<file path="src/design/assert_macros.svh">
// Assertion macros shared by the homogeneous point transform RTL.
// Depends on nothing; files that assert include it by name.
`ifndef ASSERT_MACROS_SVH
`define ASSERT_MACROS_SVH
`ifndef SYNTHESIS
// Same-cycle implication, checked on every rising edge outside reset.
`define HPT_ASSERT_IMP(lbl, ante, cons) \
    lbl: assert property (@(posedge clk) disable iff (!rst_n) (ante) |-> (cons)) \
        else $error("assertion failed");
// Next-cycle implication, checked on every rising edge outside reset.
`define HPT_ASSERT_NXT(lbl, ante, cons) \
    lbl: assert property (@(posedge clk) disable iff (!rst_n) (ante) |=> (cons)) \
        else $error("assertion failed");
`else
`define HPT_ASSERT_IMP(lbl, ante, cons)
`define HPT_ASSERT_NXT(lbl, ante, cons)
`endif
`endif

</file>
<file path="src/design/hpt_pkg.sv">
// Package for the homogeneous point transform: widths, register indexes and
// the request and result payload types. Depends on nothing.
`timescale 1ns / 1ps
`default_nettype none
package hpt_pkg;
    localparam int COORD_WIDTH = 32;
    localparam int COEF_WIDTH = 16;
    localparam int COEF_LANE = 16;
    localparam int COORD_FRAC = 16;
    localparam int COEF_FRAC = 12;
    localparam int ROW_COUNT = 4;
    localparam int ROW_WIDTH = ROW_COUNT * COEF_LANE;
    localparam int CFG_INDEX_W = 8;
    localparam int PROD_W = COORD_WIDTH + COEF_WIDTH;
    localparam int SUM_W = PROD_W + 2;
    localparam int QUO_W = 32;
    localparam int DIV_BITS = 2;
    localparam int DIV_STAGES = QUO_W / DIV_BITS;
    localparam int ROW_STAGES = 2;
    localparam int PIPE_DEPTH = ROW_STAGES + 1 + DIV_STAGES;

    localparam logic [CFG_INDEX_W-1:0] REG_ROW0 = 8'd0;
    localparam logic [CFG_INDEX_W-1:0] REG_ROW3 = 8'd3;

    localparam logic CMD_POINT = 1'b0;
    localparam logic CMD_DIRECTION = 1'b1;

    typedef struct packed {
        logic                           command;
        logic signed [COORD_WIDTH-1:0]  coord_x;
        logic signed [COORD_WIDTH-1:0]  coord_y;
        logic signed [COORD_WIDTH-1:0]  coord_z;
    } hpt_req_t;

    typedef struct packed {
        logic signed [COORD_WIDTH-1:0]  out_x;
        logic signed [COORD_WIDTH-1:0]  out_y;
        logic signed [COORD_WIDTH-1:0]  out_z;
        logic                           w_is_zero;
        logic                           saturated;
    } hpt_rsp_t;

    // What one divide lane hands to the merging stage.
    typedef struct packed {
        logic [COORD_WIDTH-1:0] value;
        logic                   sat;
        logic                   wzero;
    } hpt_lane_res_t;
endpackage
`default_nettype wire

</file>
<file path="src/design/hpt_row_lane.sv">
// One matrix row: three products plus the optional translation term, summed
// exactly and returned as magnitude and sign. Depends on hpt_pkg.
`timescale 1ns / 1ps
`default_nettype none
module hpt_row_lane (
    input  wire logic                                   clk,
    input  wire logic                                   en,
    input  wire logic [hpt_pkg::ROW_WIDTH-1:0]          coefs,
    input  wire logic                                   translate,
    input  wire logic signed [hpt_pkg::COORD_WIDTH-1:0] coord_x,
    input  wire logic signed [hpt_pkg::COORD_WIDTH-1:0] coord_y,
    input  wire logic signed [hpt_pkg::COORD_WIDTH-1:0] coord_z,
    output logic        [hpt_pkg::SUM_W-1:0]            mag,
    output logic                                        neg
);
    logic signed [hpt_pkg::COEF_WIDTH-1:0] c0, c1, c2, c3;
    logic signed [hpt_pkg::PROD_W-1:0] p0_next, p1_next, p2_next, t_next;
    logic signed [hpt_pkg::PROD_W-1:0] p0_reg, p1_reg, p2_reg, t_reg;
    logic signed [hpt_pkg::SUM_W-1:0] sum;
    logic [hpt_pkg::SUM_W-1:0] mag_next, mag_reg;
    logic neg_next, neg_reg;

    always_comb
    begin
        c0 = coefs[0*hpt_pkg::COEF_LANE +: hpt_pkg::COEF_WIDTH];
        c1 = coefs[1*hpt_pkg::COEF_LANE +: hpt_pkg::COEF_WIDTH];
        c2 = coefs[2*hpt_pkg::COEF_LANE +: hpt_pkg::COEF_WIDTH];
        c3 = coefs[3*hpt_pkg::COEF_LANE +: hpt_pkg::COEF_WIDTH];
        p0_next = hpt_pkg::PROD_W'(c0) * hpt_pkg::PROD_W'(coord_x);
        p1_next = hpt_pkg::PROD_W'(c1) * hpt_pkg::PROD_W'(coord_y);
        p2_next = hpt_pkg::PROD_W'(c2) * hpt_pkg::PROD_W'(coord_z);
        // The translation column multiplies a coordinate of exactly one.
        t_next = translate ? (hpt_pkg::PROD_W'(c3) <<< hpt_pkg::COORD_FRAC) : '0;
        sum = hpt_pkg::SUM_W'(p0_reg) + hpt_pkg::SUM_W'(p1_reg)
            + hpt_pkg::SUM_W'(p2_reg) + hpt_pkg::SUM_W'(t_reg);
        neg_next = sum[hpt_pkg::SUM_W-1];
        mag_next = neg_next ? hpt_pkg::SUM_W'(-sum) : hpt_pkg::SUM_W'(sum);
    end

    always_ff @(posedge clk)
    begin
        if (en)
        begin
            p0_reg <= p0_next;
            p1_reg <= p1_next;
            p2_reg <= p2_next;
            t_reg <= t_next;
            mag_reg <= mag_next;
            neg_reg <= neg_next;
        end
    end

    assign mag = mag_reg;
    assign neg = neg_reg;
endmodule
`default_nettype wire

</file>
<file path="config.mk">
export PLATFORM = sky130hd
export DESIGN_NAME = hpt_row_lane
export DESIGN_NICKNAME = d
export VERILOG_FILES = /design/src/design/assert_macros.svh /design/src/design/hpt_pkg.sv /design/src/design/hpt_row_lane.sv
export SDC_FILE = /design/constraint.sdc
export NUM_CORES = 2
export LEC_CHECK = 0
export BUFFER_PORTS_ARGS = -buffer_cell sky130_fd_sc_hd__clkbuf_2
export CORE_MARGIN = 10
export CORE_UTILIZATION = 45
export CTS_BUF_LIST = sky130_fd_sc_hd__clkbuf_16
export CTS_CLUSTER_SIZE = 28
export DETAILED_ROUTE_END_ITERATION = 6
export PLACE_DENSITY = 0.7
export SETUP_SLACK_MARGIN = 0.3
export SLEW_MARGIN = 20
export SYNTH_ARGS = -nofsm -noshare
export SYNTH_HDL_FRONTEND = slang
export SYNTH_SLANG_ARGS = --single-unit
</file>
<file path="constraint.sdc">
create_clock -name clk -period 10.6 [get_ports clk]
set_input_delay 1.59 -clock clk [delete_from_list [all_inputs] [get_ports clk]]
set_output_delay 1.59 -clock clk [all_outputs]
set_load 0.01 [all_outputs]
</file>
* Yosys cells after proc, flatten, opt, wreduce, memory -nomap -nowiden *
Cells that the tools add are included.

word-level totals
  input port bits = 163
  flip-flop bits (word level) = 227
  output and inout port bits = 51
  word-level logic and storage cells = 16

cells by class
  add/subtract/negate cells = 4
  multiply operators = 3
  multiplexer cells = 1

operators with widths
  operator                                        count
  16-bit by 32-bit multiplier with 48-bit output  3
  49-bit by 48-bit adder with 50-bit output       1
  50-bit by 32-bit adder with 50-bit output       1
  50-bit negator                                  1
  48-bit by 48-bit adder with 49-bit output       1
  49-bit 2-to-1 mux                               1

* Depth between registers and ports, before layout *
  depth after elaboration = 5
  gate-level depth with buffers = 27
  depth with buffers taken out = 26

* Worst setup path after synthesis *
No wires, ideal clock.

  kind = input-to-reg
  start point = in coefs[7] in the netlist's numbering
  end point = reg p0_reg[47] in the netlist's numbering, data pin
  data required time = 10.339 ns
  data arrival time = 7.743 ns
  library setup time = 0.261 ns
  cell stages on the path = 26
  path buffers = 2
  path slack = 2.596 ns
  cells stage by stage = clkbuf_1 nand2_1 fa_1 inv_1 fa_1 inv_1 fa_1 inv_1 fa_1 fa_1 inv_1 fa_1 inv_1 ha_1 clkbuf_1 a21oi_1 o21ai_0 a2111oi_0 o221a_2 o21ai_0 a41oi_1 a31oi_1 a31oi_1 nor2b_1 o21ai_0 xnor2_1

between the ends
  longest elaborated chain between the ends = 1

ends and longest elaborated chain
  item                                            RTL line            source
  from (decl)                                     hpt_row_lane.sv:8   input wire logic [hpt_pkg::ROW_WIDTH-1:0] coefs,
  16-bit by 32-bit multiplier with 48-bit output  hpt_row_lane.sv:29  p0_next = hpt_pkg::PROD_W'(c0) * hpt_pkg::PROD_W'(coord_x);
  net p0_next (one bit)                           hpt_row_lane.sv:17  logic signed [hpt_pkg::PROD_W-1:0] p0_next, p1_next, p2_next, t_next;
  to (signal assigned)                            hpt_row_lane.sv:44  p0_reg <= p0_next;
  to (decl)                                       hpt_row_lane.sv:18  logic signed [hpt_pkg::PROD_W-1:0] p0_reg, p1_reg, p2_reg, t_reg;

The timed path passes the listed nets, and every way through them passes these cells.
A chain may end at the register's enable or synchronous reset.

* Worst setup path in the final report *
Ends and elaborated chain as after synthesis.

==> flow_summary.yaml <==
status:
  outcome: "complete, no violations"
floorplanning:
  die-area_sq_um: 161900
  die_w_um: 402.3
  die_y_um: 402.3
  num_io_pins: 214
  rows: 140
  start_util_pct: 45.25
  core_sq_um: 145400
routing:
  post_drt_wl_per_cell_um: 18.67
  met2_length_um: 82010
  num_vias: 47020
  maxUsedRoutingLayer: "met5"
  met1Wirelength_um: 66460
  drc_errors: 0
  via_per_inst: 5.268
  drtAntennaViolNets: 0
  dr_wl_met3_um: 11630
  drt-pass1-iter-count: 6
  drt-initial-drc-count: 3209
  drt_wl_total_um: 166700
job:
  cap_viol_max_count: 0
hold_path:
  hold_path.startpoint: "p0_reg[0]$_DFFE_PP_"
  hold_class: "register to register"
timing:
  final.min_clock_period_ns: 8.798
  finalHoldViolCount: 0
  fin_crit_sh_pct: 83.00
  finalSetupViolations: 0
  slew_headroom_pct: 29.96
  setup-tns-final_ns: 0
  rsz0062_at_grt: "false"
  skew_ns: 0.01435
  worstMarginPinSlew_ns: 1.051
  drv_slew: 0
  fmax_mhz: 113.7
cells_and_area:
  fin_util_pct: 47.45
  fill_cells: 13630
  drive_gt1_share_pct: 4.383
  final_nets: 9096
  area_growth_pct: 4.871
  largest_reg_flops: 50
clocking:
  htree_levels: 1
  cts_hold_buffers: 0
  cts_resized: 0
  cts_sinks: 211
  cts_setup_buffers: 0
  clkLatencyLatePin_ns: 0.53
  clk_transition_reported_paths_ns: 0.06
  cts-root-buf: "clkbuf_16"
  cts_buffers: 24
  cts_tree: "yes"
  cts_buffer_depth: 3
synth:
  muxShareOfSynthArea_pct: 0.1274
  synth_compound_area_share_pct: 6.083
  postSynthCellCount: 7025
  synthSimpleGateAreaFrac_pct: 15.15
  ys_seq_area_share_pct: 9.632
  syn_avg_cell_area_sq_um: 9.364
  synth_top_flop_cell: "edfxtp_1"
  ys_top_cells_by_count: "inv_1, fa_1, nand2_1"
  synth_adder_area_share_pct: 54.57
  synth_top_family_by_area: "adder cells"
  synth_area_sq_um: 65780
  synth-seq-cells: 211
  yosysMostFrequentCell: "inv_1"
  synth_area_leaders: "fa_1, edfxtp_1, inv_1, ha_1, and2_1"
  synth-edff-count: 211
  syn_nets: 9133
  synth_top_area_share_pct: 46.87
  yosysWarnings: 0
  yosysUniqueCellTypes: 91
  synth_xor_area_share_pct: 3.142
  ys_async_sr_fraction_pct: 0
  synth_top_cell_by_area: "fa_1"
grt:
  grtUsageTotal_pct: 20.94
  grt_pass1_wl_um: 273700
  grt_pass1_vias: 51620
  antenna_found_initial: 22
  gr-total-overflow: 0
  grt_max_degree: 88
critical_path:
  crit_fanout: 32
  worstSetupStartpoint: "coefs[7]"
  critical_path_class: "primary input to register"
  cp-start-kind: "primary input"
  r2r-start: "p0_reg[16]$_DFFE_PP_"
  arrival_ns: 9.07
  worstPathRequired_ns: 10.87
  crit_path_end_kind: "register"
placed_design:
  port_buffers: 213
  dpl.hpwl_um: 139800
  gp_congestion: 0.9296
-- metal layers --
metal / GRT usage (%) / up-vias
li1: - / 20840
met1: 27.27 / 24200
met2: 35.80 / 1631
met3: 2.819 / 333
met4: 7.163 / 8
met5: 0 / -
-- cell type report --
cell class	instances	area (sq um)	share of cell area [%]
diodes	5	12.51	0.01814
repair buffers	223	1150	1.667
clock buffers	25	625.6	0.9068
clock inverters	17	125.1	0.1814
inverters	1685	6325	9.168
flip-flops and latches	211	6336	9.184
multi-input cells	4843	52010	75.40
well taps	1917	2399	3.477
-- through the flow --
stage	cells	setup slack, ns	instance area [sq um]	hold slack (ns)
global placement	8879	1.362	68220	0.7045
finish	8926	1.802	68990	0.7216
global route	8923	1.337	68980	0.7876
CTS	8921	1.818	68970	0.7229
detailed placement	8879	1.267	68220	0.7080
floorplan	7025	2.596	65780	0.6187
-- placed cells by master (no fill, tap or decap), types with 6 or more instances in the layout --
master / count
inv_1: 1687
fa_1: 1540
nand2_1: 964
and2_1: 633
ha_1: 405
clkbuf_2: 212
edfxtp_1: 211
a21oi_1: 206
xnor2_1: 165
nor2_1: 163
o21ai_0: 97
a21o_1: 95
xor2_1: 71
nand3_1: 52
nand2b_1: 51
nand4_1: 36
nor3_1: 33
a31oi_1: 32
clkbuf_16: 25
o211ai_1: 24
o21bai_1: 24
nor2b_1: 23
o21a_1: 21
and3_1: 19
a211oi_1: 16
or3_1: 11
a211o_1: 10
buf_4: 10
a2111oi_0: 7
or2_2: 7
nor3b_1: 7
o31ai_1: 6
-- final timing paths --
kind                                             end  slack [ns]  cells after the start
worst max-delay path            p0_reg[47]$_DFFE_PP_        1.80                     25
worst min-delay path                mag[0]$_DFFE_PP_        0.72                      1
worst max register to register     mag[48]$_DFFE_PP_        4.71                     15
worst min register to register      mag[0]$_DFFE_PP_        0.72                      1
-- worst max-delay path: stages --
cell and delay, ns:
clkbuf_2 0.57, nand2_1 0.17, fa_1 0.56, inv_1 0.05, fa_1 0.51, inv_1 0.06, fa_1 0.53, inv_1 0.06
fa_1 0.45, fa_1 0.49, inv_1 0.05, fa_1 0.47, inv_1 0.04, ha_1 0.36, a21oi_1 0.15, o21ai_0 0.14
a2111oi_0 0.70, o221a_2 0.30, o21ai_0 0.22, a41oi_1 0.40, a31oi_1 0.22, a31oi_1 0.35, nor2b_1 0.29, o21ai_0 0.16
xnor2_1 0.14
-- cells by family after synthesis --
family                   after synthesis
AND/OR/NAND/NOR                     2037
buffers and inverters               1971
adder cells (fa/ha/maj)             1945
AO/OA/AOI/OAI                        617
XOR/XNOR                             236
flip-flops                           211
multiplexers                           8
Power is not shown: default switching activity piles up to over one toggle a cycle in this logic, so the estimate is an artifact.
